[config.mk]
export PLATFORM = sky130hd
export DESIGN_NAME = utf8_to_utf16_transcoder_top
export DESIGN_NICKNAME = d
export VERILOG_FILES = /design/src/u8u16_pkg.sv /design/src/utf8_to_utf16_transcoder_top.sv /design/src/u8u16_front.sv /design/src/u8u16_fifo.sv /design/src/u8u16_back.sv
export SDC_FILE = /design/constraint.sdc
export NUM_CORES = 1
export LEC_CHECK = 0
export BUFFER_PORTS_ARGS = -buffer_cell sky130_fd_sc_hd__buf_2
export CAP_MARGIN = 40
export CORE_MARGIN = 5
export CORE_UTILIZATION = 64
export CTS_BUF_LIST = sky130_fd_sc_hd__clkbuf_2
export CTS_CLUSTER_DIAMETER = 120
export DETAILED_ROUTE_END_ITERATION = 10
export PLACE_DENSITY = 0.82
export SKIP_LAST_GASP = 1
export SLEW_MARGIN = 20
export SYNTH_ARGS = -nofsm -noshare
export SYNTH_HDL_FRONTEND = slang
export SYNTH_HIERARCHICAL = 1
export SYNTH_SLANG_ARGS = --single-unit
[constraint.sdc]
create_clock -name clk -period 5.2 [get_ports clk]
set_input_delay 0.26 -clock clk [delete_from_list [all_inputs] [get_ports clk]]
set_output_delay 0.26 -clock clk [all_outputs]
set_load 0.05 [all_outputs]
[src/u8u16_pkg.sv]
`timescale 1ns / 1ps
`default_nettype none

package u8u16_pkg;

  localparam logic [15:0] HASH_UNIT  = 16'h0023;
  localparam logic [20:0] SUPP_BASE  = 21'h010000;
  localparam logic [15:0] HI_SURR    = 16'hD800;
  localparam logic [15:0] LO_SURR    = 16'hDC00;
  localparam logic [7:0]  CONT_MASK  = 8'b00111111;
  localparam logic [7:0]  KEEP_LEN1  = 8'h7F;
  localparam logic [7:0]  KEEP_LEN2  = 8'h1F;
  localparam logic [7:0]  KEEP_LEN3  = 8'h0F;
  localparam logic [7:0]  KEEP_LEN4  = 8'h07;

  // one run of bytes to be decoded as a whole, count is 1..4
  typedef struct packed {
    logic [3:0][7:0] bytes;
    logic [2:0]      count;
  } job_t;

  // sequence length from the top five bits of a lead byte, 0 for a bad lead
  function automatic logic [2:0] lead_length(input logic [7:0] b);
    logic [2:0] len;
    case (b[7:3]) inside
      [5'd0:5'd15]:  len = 3'd1;
      [5'd16:5'd23]: len = 3'd0;
      [5'd24:5'd27]: len = 3'd2;
      [5'd28:5'd29]: len = 3'd3;
      5'd30:         len = 3'd4;
      default:       len = 3'd0;
    endcase
    return len;
  endfunction

endpackage

`default_nettype wire

[src/utf8_to_utf16_transcoder_top.sv]
`timescale 1ns / 1ps
`default_nettype none

// utf-8 to utf-16 transcoder
// input channel: drive in_byte and string_end with push; a beat is taken at a
//   clock edge with push high and full low. string_end marks the last byte of
//   a string, and a sequence cut short by it is decoded with '#' for the lead.
// result channel: while empty is low, code_unit and run_last show the oldest
//   waiting code unit; pop high at an edge with empty low takes the beat.
//   run_last is high on the last unit caused by one input byte.
// a byte that completes a run enters the run queue at its beat; the decoder
//   then loads the first unit of the run into the output register once that
//   register is free or being popped.
// throughput: one byte per cycle while each byte gives at most one unit and
//   pop keeps up; the back-end makes one code unit per cycle while the output
//   moves, so a surrogate pair or several '#' units hold back the next run.
// bytes that only extend a pending sequence give no result; they still wait
//   while the run queue is full.
// a receiver stall holds the output register; the two-entry run queue then
//   fills and full rises, so no beat is lost.
// reset (rst, synchronous) drops held bytes, queued runs and the output.
module utf8_to_utf16_transcoder_top (
  input  wire logic        clk,
  input  wire logic        rst,
  input  wire logic        push,
  output logic             full,
  input  wire logic [7:0]  in_byte,
  input  wire logic        string_end,
  output logic             empty,
  input  wire logic        pop,
  output logic [15:0]      code_unit,
  output logic             run_last
);

  u8u16_pkg::job_t front_job;
  u8u16_pkg::job_t head_job;
  logic            accept;
  logic            job_push;
  logic            fifo_pop;
  logic            fifo_empty;
  logic            fifo_full;

  // run queue full blocks the input even for bytes that would only be held
  assign full   = fifo_full;
  assign accept = push && !fifo_full;

  // front: holds partial sequences, hands complete runs to the queue
  u8u16_front u_front (
    .clk        (clk),
    .rst        (rst),
    .accept     (accept),
    .in_byte    (in_byte),
    .string_end (string_end),
    .job        (front_job),
    .job_push   (job_push)
  );

  u8u16_fifo u_fifo (
    .clk        (clk),
    .rst        (rst),
    .wr_en      (job_push),
    .wr_job     (front_job),
    .rd_en      (fifo_pop),
    .rd_job     (head_job),
    .fifo_empty (fifo_empty),
    .fifo_full  (fifo_full)
  );

  // back: walks each run, one unit per cycle into the free output register
  u8u16_back u_back (
    .clk        (clk),
    .rst        (rst),
    .head       (head_job),
    .fifo_empty (fifo_empty),
    .fifo_pop   (fifo_pop),
    .pop        (pop),
    .empty      (empty),
    .code_unit  (code_unit),
    .run_last   (run_last)
  );

endmodule

`default_nettype wire

[src/u8u16_front.sv]
`timescale 1ns / 1ps
`default_nettype none

module u8u16_front (
  input  wire logic            clk,
  input  wire logic            rst,
  input  wire logic            accept,
  input  wire logic [7:0]      in_byte,
  input  wire logic            string_end,
  output u8u16_pkg::job_t      job,
  output logic                 job_push
);

  logic [2:0][7:0] held_bytes;
  logic [1:0]      held_count;
  logic [2:0]      expected_length;

  logic [2:0] n;
  logic [2:0] need;
  logic       hold;

  assign n    = {1'b0, held_count} + 3'd1;
  assign need = (held_count == 2'd0) ? u8u16_pkg::lead_length(in_byte) : expected_length;
  assign hold = !string_end && (need > n) && (n <= 3'd3);

  assign job_push = accept && !hold;

  // held bytes first, then the incoming byte; slots past count are don't-care
  always_comb begin
    job.count    = n;
    job.bytes[0] = (held_count == 2'd0) ? in_byte : held_bytes[0];
    job.bytes[1] = (held_count == 2'd1) ? in_byte : held_bytes[1];
    job.bytes[2] = (held_count == 2'd2) ? in_byte : held_bytes[2];
    job.bytes[3] = in_byte;
  end

  always_ff @(posedge clk) begin
    if (rst) begin
      held_count      <= 2'd0;
      expected_length <= 3'd0;
    end else if (accept) begin
      if (hold) begin
        held_count      <= n[1:0];
        expected_length <= need;
      end else begin
        held_count      <= 2'd0;
        expected_length <= 3'd0;
      end
    end
  end

  always_ff @(posedge clk) begin
    if (accept && hold) begin
      held_bytes[held_count] <= in_byte;
    end
  end

endmodule

`default_nettype wire

[src/u8u16_fifo.sv]
`timescale 1ns / 1ps
`default_nettype none

module u8u16_fifo (
  input  wire logic            clk,
  input  wire logic            rst,
  input  wire logic            wr_en,
  input  wire u8u16_pkg::job_t wr_job,
  input  wire logic            rd_en,
  output u8u16_pkg::job_t      rd_job,
  output logic                 fifo_empty,
  output logic                 fifo_full
);

  u8u16_pkg::job_t entries [2];
  logic       wr_ptr;
  logic       rd_ptr;
  logic [1:0] fill;

  assign rd_job     = entries[rd_ptr];
  assign fifo_empty = (fill == 2'd0);
  assign fifo_full  = (fill == 2'd2);

  always_ff @(posedge clk) begin
    if (rst) begin
      wr_ptr <= 1'b0;
      rd_ptr <= 1'b0;
      fill   <= 2'd0;
    end else begin
      if (wr_en) wr_ptr <= ~wr_ptr;
      if (rd_en) rd_ptr <= ~rd_ptr;
      case ({wr_en, rd_en})
        2'b10:   fill <= fill + 2'd1;
        2'b01:   fill <= fill - 2'd1;
        default: fill <= fill;
      endcase
    end
  end

  always_ff @(posedge clk) begin
    if (wr_en) entries[wr_ptr] <= wr_job;
  end

endmodule

`default_nettype wire

[src/u8u16_back.sv]
`timescale 1ns / 1ps
`default_nettype none

module u8u16_back (
  input  wire logic            clk,
  input  wire logic            rst,
  input  wire u8u16_pkg::job_t head,
  input  wire logic            fifo_empty,
  output logic                 fifo_pop,
  input  wire logic            pop,
  output logic                 empty,
  output logic [15:0]          code_unit,
  output logic                 run_last
);

  // remainder of a run being worked through, always front-aligned
  logic [3:0][7:0] work_bytes;
  logic [2:0]      work_rem;
  logic            active;
  // second half of a surrogate pair
  logic            lo_pending;
  logic [15:0]     lo_unit;
  logic            lo_last;
  logic            out_valid;

  logic [3:0][7:0] s;
  logic [2:0]      rem;
  logic [2:0]      len;
  logic            bad;
  logic [20:0]     cp;
  logic [20:0]     u;
  logic            surr;
  logic [2:0]      step;
  logic [2:0]      rem_next;
  logic [3:0][7:0] shifted;
  logic            gen_ok;
  logic            take;

  assign s   = active ? work_bytes : head.bytes;
  assign rem = active ? work_rem : head.count;
  assign len = u8u16_pkg::lead_length(s[0]);
  assign bad = (len == 3'd0) || (len > rem);

  always_comb begin
    case (len)
      3'd1: cp = {14'd0, s[0][6:0] & u8u16_pkg::KEEP_LEN1[6:0]};
      3'd2: cp = {10'd0, s[0][4:0] & u8u16_pkg::KEEP_LEN2[4:0],
                  s[1][5:0] & u8u16_pkg::CONT_MASK[5:0]};
      3'd3: cp = {5'd0, s[0][3:0] & u8u16_pkg::KEEP_LEN3[3:0],
                  s[1][5:0] & u8u16_pkg::CONT_MASK[5:0],
                  s[2][5:0] & u8u16_pkg::CONT_MASK[5:0]};
      3'd4: cp = {s[0][2:0] & u8u16_pkg::KEEP_LEN4[2:0],
                  s[1][5:0] & u8u16_pkg::CONT_MASK[5:0],
                  s[2][5:0] & u8u16_pkg::CONT_MASK[5:0],
                  s[3][5:0] & u8u16_pkg::CONT_MASK[5:0]};
      default: cp = 21'd0;
    endcase
  end

  assign surr     = !bad && (cp[20:16] != 5'd0);
  assign u        = cp - u8u16_pkg::SUPP_BASE;
  assign step     = bad ? 3'd1 : len;
  assign rem_next = rem - step;

  always_comb begin
    case (step)
      3'd1:    shifted = {8'h00, s[3], s[2], s[1]};
      3'd2:    shifted = {8'h00, 8'h00, s[3], s[2]};
      3'd3:    shifted = {8'h00, 8'h00, 8'h00, s[3]};
      default: shifted = '0;
    endcase
  end

  assign gen_ok   = !out_valid || pop;
  assign take     = gen_ok && !lo_pending && (active || !fifo_empty);
  assign fifo_pop = take && !active;
  assign empty    = !out_valid;

  always_ff @(posedge clk) begin
    if (rst) begin
      out_valid  <= 1'b0;
      active     <= 1'b0;
      lo_pending <= 1'b0;
    end else if (gen_ok) begin
      if (lo_pending) begin
        out_valid  <= 1'b1;
        code_unit  <= lo_unit;
        run_last   <= lo_last;
        lo_pending <= 1'b0;
      end else if (take) begin
        out_valid  <= 1'b1;
        work_bytes <= shifted;
        work_rem   <= rem_next;
        active     <= (rem_next != 3'd0);
        if (surr) begin
          code_unit  <= u8u16_pkg::HI_SURR + {5'd0, u[20:10]};
          run_last   <= 1'b0;
          lo_pending <= 1'b1;
          lo_unit    <= u8u16_pkg::LO_SURR + {6'd0, u[9:0]};
          lo_last    <= (rem_next == 3'd0);
        end else begin
          code_unit <= bad ? u8u16_pkg::HASH_UNIT : cp[15:0];
          run_last  <= (rem_next == 3'd0);
        end
      end else begin
        out_valid <= 1'b0;
      end
    end
  end

endmodule

`default_nettype wire

Word level (Yosys, flattened, before mapping):

Memories as Yosys holds them, arrays and structs flattened. A register that Yosys moved wholly into a read port is not among the register bits.
Index checks and enable logic that the tools add are counted.

* register bits after elaboration: 105
* input bits: 13
* bits in writable memories: 70
* logic and storage cells: 149
* memories kept: 1
* output and inout bits: 19

Memory list
* u_fifo.entries: depth 2, width 35, read ports 1, clocked after memory_dff 1, write ports 1, line u8u16_fifo.sv:15 `u8u16_pkg::job_t entries [2];`

* order comparisons: 21
* equal/unequal tests: 14
* bitwise gates (word level): 4
* multiplexer cells: 41
* reduce and logical (&&, ||, !) cells: 41
* add/subtract/negate cells: 7

Operator list (count)
* 21-bit one-hot mux with 4 select lines: 1
* 24-bit one-hot mux with 3 select lines: 1
* 16-bit two-way mux: 4
* 3-bit two-way mux: 14
* 32-bit two-way mux: 1
* 8-bit two-way mux: 4
* 5-bit >= comparator (second input constant): 6
* 5-bit <= comparator (second input constant): 6
* 24-bit bitwise mux: 1
* 21-bit by 17-bit subtractor with 21-bit output (second input constant): 1
* 1-bit logical AND: 18
* 15-bit by 11-bit adder with 16-bit output (first input constant): 1
* 15-bit by 12-bit adder with 16-bit output (first input constant): 1
* 8-bit demux with 2-bit select: 1
* 3-bit by 2-bit equality test with 1-bit output (second input constant): 4
* 1-bit two-way mux: 12
* 5-bit equality test (second input constant): 2
* 5-bit by 1-bit >= comparator with 1-bit output (second input constant): 2
* 5-bit by 4-bit <= comparator with 1-bit output (second input constant): 2
* 1-bit logical NOT: 8
* 2-bit equality test (second input constant): 3
* 3-bit by 1-bit equality test with 1-bit output (second input constant): 2
* 3-bit greater-than comparator: 2
* 3-bit logical NOT: 2
* other kinds (20): 29

Longest topological paths before layout:

* depth in word-level cells: 15
* mapped depth: 20
* gate-level depth less buffers: 16

Hierarchy:

Netlist, hierarchy kept.

Modules (own cells, without submodules)
* u8u16_back: area each 3636.0 um^2, cells each 339, seq. area each 1711.6 um^2, instances 1
* u8u16_fifo: area each 2721.4 um^2, cells each 131, seq. area each 2202.1 um^2, instances 1
* u8u16_front: area each 1549.0 um^2, cells each 110, seq. area each 820.8 um^2, instances 1
* utf8_to_utf16_transcoder_top: area each 13.8 um^2, cells each 1, seq. area each 0.0 um^2, instances 1

Worst setup path before layout:

OpenSTA, ideal clock, no wires.

* path kind: register -> register
* start: register (tool-made name)
* end: register u_back.run_last, data pin
* cell stages (with the launch flop): 17
* data arrival time: 3893 ps
* setup time: 266 ps
* required time: 4934 ps
* period minus slack after synthesis: 4159 ps
* buffers on the path: 3
* slack: 1041 ps
* cell sequence: dfxtp_1 -> buf_2 -> buf_2 -> mux2_2 -> or3b_4 -> a22o_4 -> clkinv_4 -> buf_2 -> ha_1 -> o21ai_0 -> nor2_1 -> nor2_1 -> nand2_1 -> fa_1 -> xnor2_1 -> xor2_1 -> o41ai_2

RTL lines
* to (signal assigned): line u8u16_back.sv:88 `run_last <= lo_last;`
* to (signal assigned): line u8u16_back.sv:103 `run_last <= (rem_next == 3'd0);`
* to (decl): line u8u16_back.sv:13 `output logic run_last`

==> impl_metrics.env <==
export IMPL_outcome="finished, final reports clean"
export IMPL_die_area_um2=14700
export IMPL_powerDensity_nw_per_um2=557
export IMPL_finalNetCount=651
export IMPL_rows=40
export IMPL_setup_worst_path_end_class="flip-flop"
export IMPL_grt_use_total_pct=23.1
export IMPL_syn_area_um2=7920
export IMPL_syn_inst=581
export IMPL_ys_seq_area_share_pct=59.8
export IMPL_clock_path_buffers=2
export IMPL_place_gp_congestion=0.912
export IMPL_crit_fanout=16
export IMPL_crit_slowest_cell="dfxtp_1"
export IMPL_syn_avg_cell_area_um2=13.6
export IMPL_final_util_pct=70.8
export IMPL_finalClockSkew_ps=34.1
export IMPL_fillers=826
export IMPL_cts_setup_buffers=0
export IMPL_period_needed_ps=4370
export IMPL_ys_async_sr_fraction_pct=0
export IMPL_leakage_nw=2.92
export IMPL_path_cells="mux2_2 > or3b_4 > a22o_4 > clkinv_4 > ha_1 > o21ai_0 > nor2_1 > nor2_1 > nand2_1 > fa_1 > xnor2_1 > xor2_1 > o41ai_2"
export IMPL_multi_input_area_um2=2870
export IMPL_synth_edf_count=149
export IMPL_wl_per_cell_um=20.0
export IMPL_cts_tree="built"
export IMPL_grt_max_degree=36
export IMPL_rsz0062_at_grt="false"
export IMPL_critPathRequiredTime_ps=5660
export IMPL_worstSetupPathType="reg2reg"
export IMPL_postPlaceCellArea_um2=8170
export IMPL_clk_pin_slew_ps=210
export IMPL_grt_overflow_total=0
export IMPL_netlist_top_cells_area="edfxtp_1, mux2_2, dfxtp_1"
export IMPL_routed_wl_um=16100
export IMPL_maxSlewViolCount=0
export IMPL_ys_flop_type="edfxtp_1"
export IMPL_slew_headroom_pct=46.0
export IMPL_grt_pass1_wl_um=26100
export IMPL_regArea_um2=4740
export IMPL_cp_slowest_stage_delay_ps=620
export IMPL_die_x_um=121
export IMPL_hold_slack_ps=367
export IMPL_yosys_area_top_type="edfxtp_1"
export IMPL_yosysMostFrequentCell="edfxtp_1"
export IMPL_tns_ps=0
export IMPL_diodes=0
export IMPL_max_slew_worst_pin_slew_ps=810
export IMPL_grt_pass1_vias=4913
export IMPL_dieHeight_um=121
export IMPL_cpMostUsedCell="nor2_1"
export IMPL_firstDrtPassIters=6
export IMPL_cp_start_kind="flip-flop"
export IMPL_holdCritPathClass="in2reg"
export IMPL_synthDominantCellAreaShare_pct=56.5
export IMPL_cap_violations=0
export IMPL_via_count=4876
export IMPL_worst_ep_arrival_time_ps=4830
export IMPL_drt_initial_drc_count=493
export IMPL_ctsHtreeMaxLevel=4
export IMPL_io_pins=32
export IMPL_drcViolationCount=0
export IMPL_io_buffers=31
export IMPL_post_synth_num_cell_types=75
export IMPL_hold_viol=0
export IMPL_vias_per_cell=6.06
export IMPL_power_total_mw=4.75
export IMPL_drive_above_1_share_pct=27.5
export IMPL_clock_sinks=162
export IMPL_netlist_top_cells_count="edfxtp_1, mux2_2, o21ai_0"
export IMPL_synth_nets=608
export IMPL_antenna_found_initial=0
export IMPL_syn_to_final_growth_pct=7.77
export IMPL_hpwl_um=11300
export IMPL_yosysWarnings=6
export IMPL_postRouteAntennaNets=0
export IMPL_postLayoutCellArea_um2=8540
export IMPL_clk_latency_ps=710
export IMPL_fmax_mhz=229
export IMPL_ys_ff_latch=162
export IMPL_numCtsBuffers=17
export IMPL_vdd_drop_max_mv=0.250
export IMPL_start_util_pct=65.7
export IMPL_fin_crit_sh_pct=84.0
export IMPL_root_buffer="clkbuf_2"
export IMPL_core_area_um2=12100
export IMPL_setup_viol=0
[worst max-delay path, delay by kind of cell (launching register included)]
family / cells / cell delay, ps
flip-flops: 1 / 620
XOR/XNOR: 2 / 560
multiplexers: 1 / 440
buffers and inverters: 1 / 120
AND/OR/NAND/NOR: 4 / 850
adder cells (fa/ha/maj): 2 / 670
AO/OA/AOI/OAI: 3 / 850
[flip-flops by register name, indices dropped and copies added (netlist names), named ones only]
signal / count
u_fifo/rd_ptr: 1
u_front/held_count: 2
u_back/lo_pending: 1
u_fifo/entries: 70
u_back/active: 1
u_front/expected_length: 3
u_back/lo_unit: 10
u_back/code_unit: 16
u_back/work_bytes: 24
u_fifo/wr_ptr: 1
u_back/run_last: 1
u_back/out_valid: 1
u_fifo/fill: 2
u_front/held_bytes: 24
u_back/work_rem: 3
u_back/lo_last: 1
[power breakdown]
part / leakage [nW] / total [mW] / switching [mW] / internal, mW
registers: 1.49 / 1.93 / 0.0994 / 1.83
logic: 1.29 / 2.17 / 1.38 / 0.782
clock network: 0.144 / 0.656 / 0.431 / 0.225
[final cells by class]
type | count | area share [%]
Timing Repair Buffer | 57 | 4.46
Clock buffer | 19 | 1.11
Multi-Input combinational cell | 359 | 33.7
Clock inverter | 13 | 1.57
Sequential cell | 162 | 55.5
Inverter | 27 | 1.25
Tap cell | 168 | 2.46
[metal layers]
layer	global-route usage, %	share of wire (%)	vias to the layer above
met4	7.07	1.0	0
met3	4.85	5.1	15
met2	37.8	49	145
met5	0	0	-
li1	-	-	2310
met1	31.4	45	2406
[through the flow]
step           cells  setup WS (ps)
6_report         805            830
5_1_grt          805            585
4_1_cts          804            833
3_5_place_dp     759            883
3_3_place_gp     759           1110
2_1_floorplan    581           1040
[kinds of logic (layout without fill, tap and decap cells)]
kind of cell    after synthesis  after routing  synth area share [%]
simple gates                122            122                  8.58
buf+inv                      60            116                  4.09
compound gates              126            126                  12.0
xor+xnor                      8              8                 0.885
mux                          89             89                  12.4
fa+ha+maj                    14             14                  2.31
flops                       162            162                  59.8
[cells in the final DEF (no fill, tap or decap), types with 3 or more instances in the layout]
cell type      count
and2_1             7
nor2_2             3
buf_2             31
o2111ai_1          3
o21ai_0           31
mux2i_1           17
a21oi_1           11
inv_6              3
nand2b_1          18
ha_1              13
inv_1             26
nor2_1            28
clkinv_4           3
a211oi_1           3
edfxtp_1         149
clkbuf_2          20
nand3b_1           7
nor3b_1            3
nand4_1            4
mux2_2            72
nor3_1             3
dlygate4sd3_1     13
xnor2_1            6
nand2_1           22
a22oi_1            7
a221o_1            3
nand3_1            6
dfxtp_1           12
a32o_1             7
o211ai_1           7
buf_4             12
clkinv_2           3
o22a_1             3
o22ai_1           15
or2_2              3
[worst paths after layout]
kind              slack, ps                        from                          to  cells after the start
setup / recovery        830                   flip-flop             u_back/run_last                     13
setup reg to reg        830                   flip-flop             u_back/run_last                     13
hold reg to reg         500  u_front/expected_length[1]  u_front/expected_length[1]                      2
hold / removal          370                  in_byte[0]      u_front/held_bytes[16]                      2
[timing repair]
item | in CTS | in global routing
hold buffers | 13 | 0
resized for setup | 0 | 0
endpoints found under the hold margin | 98 | 0
No activity file was read; power rests on OpenSTA's default activity.
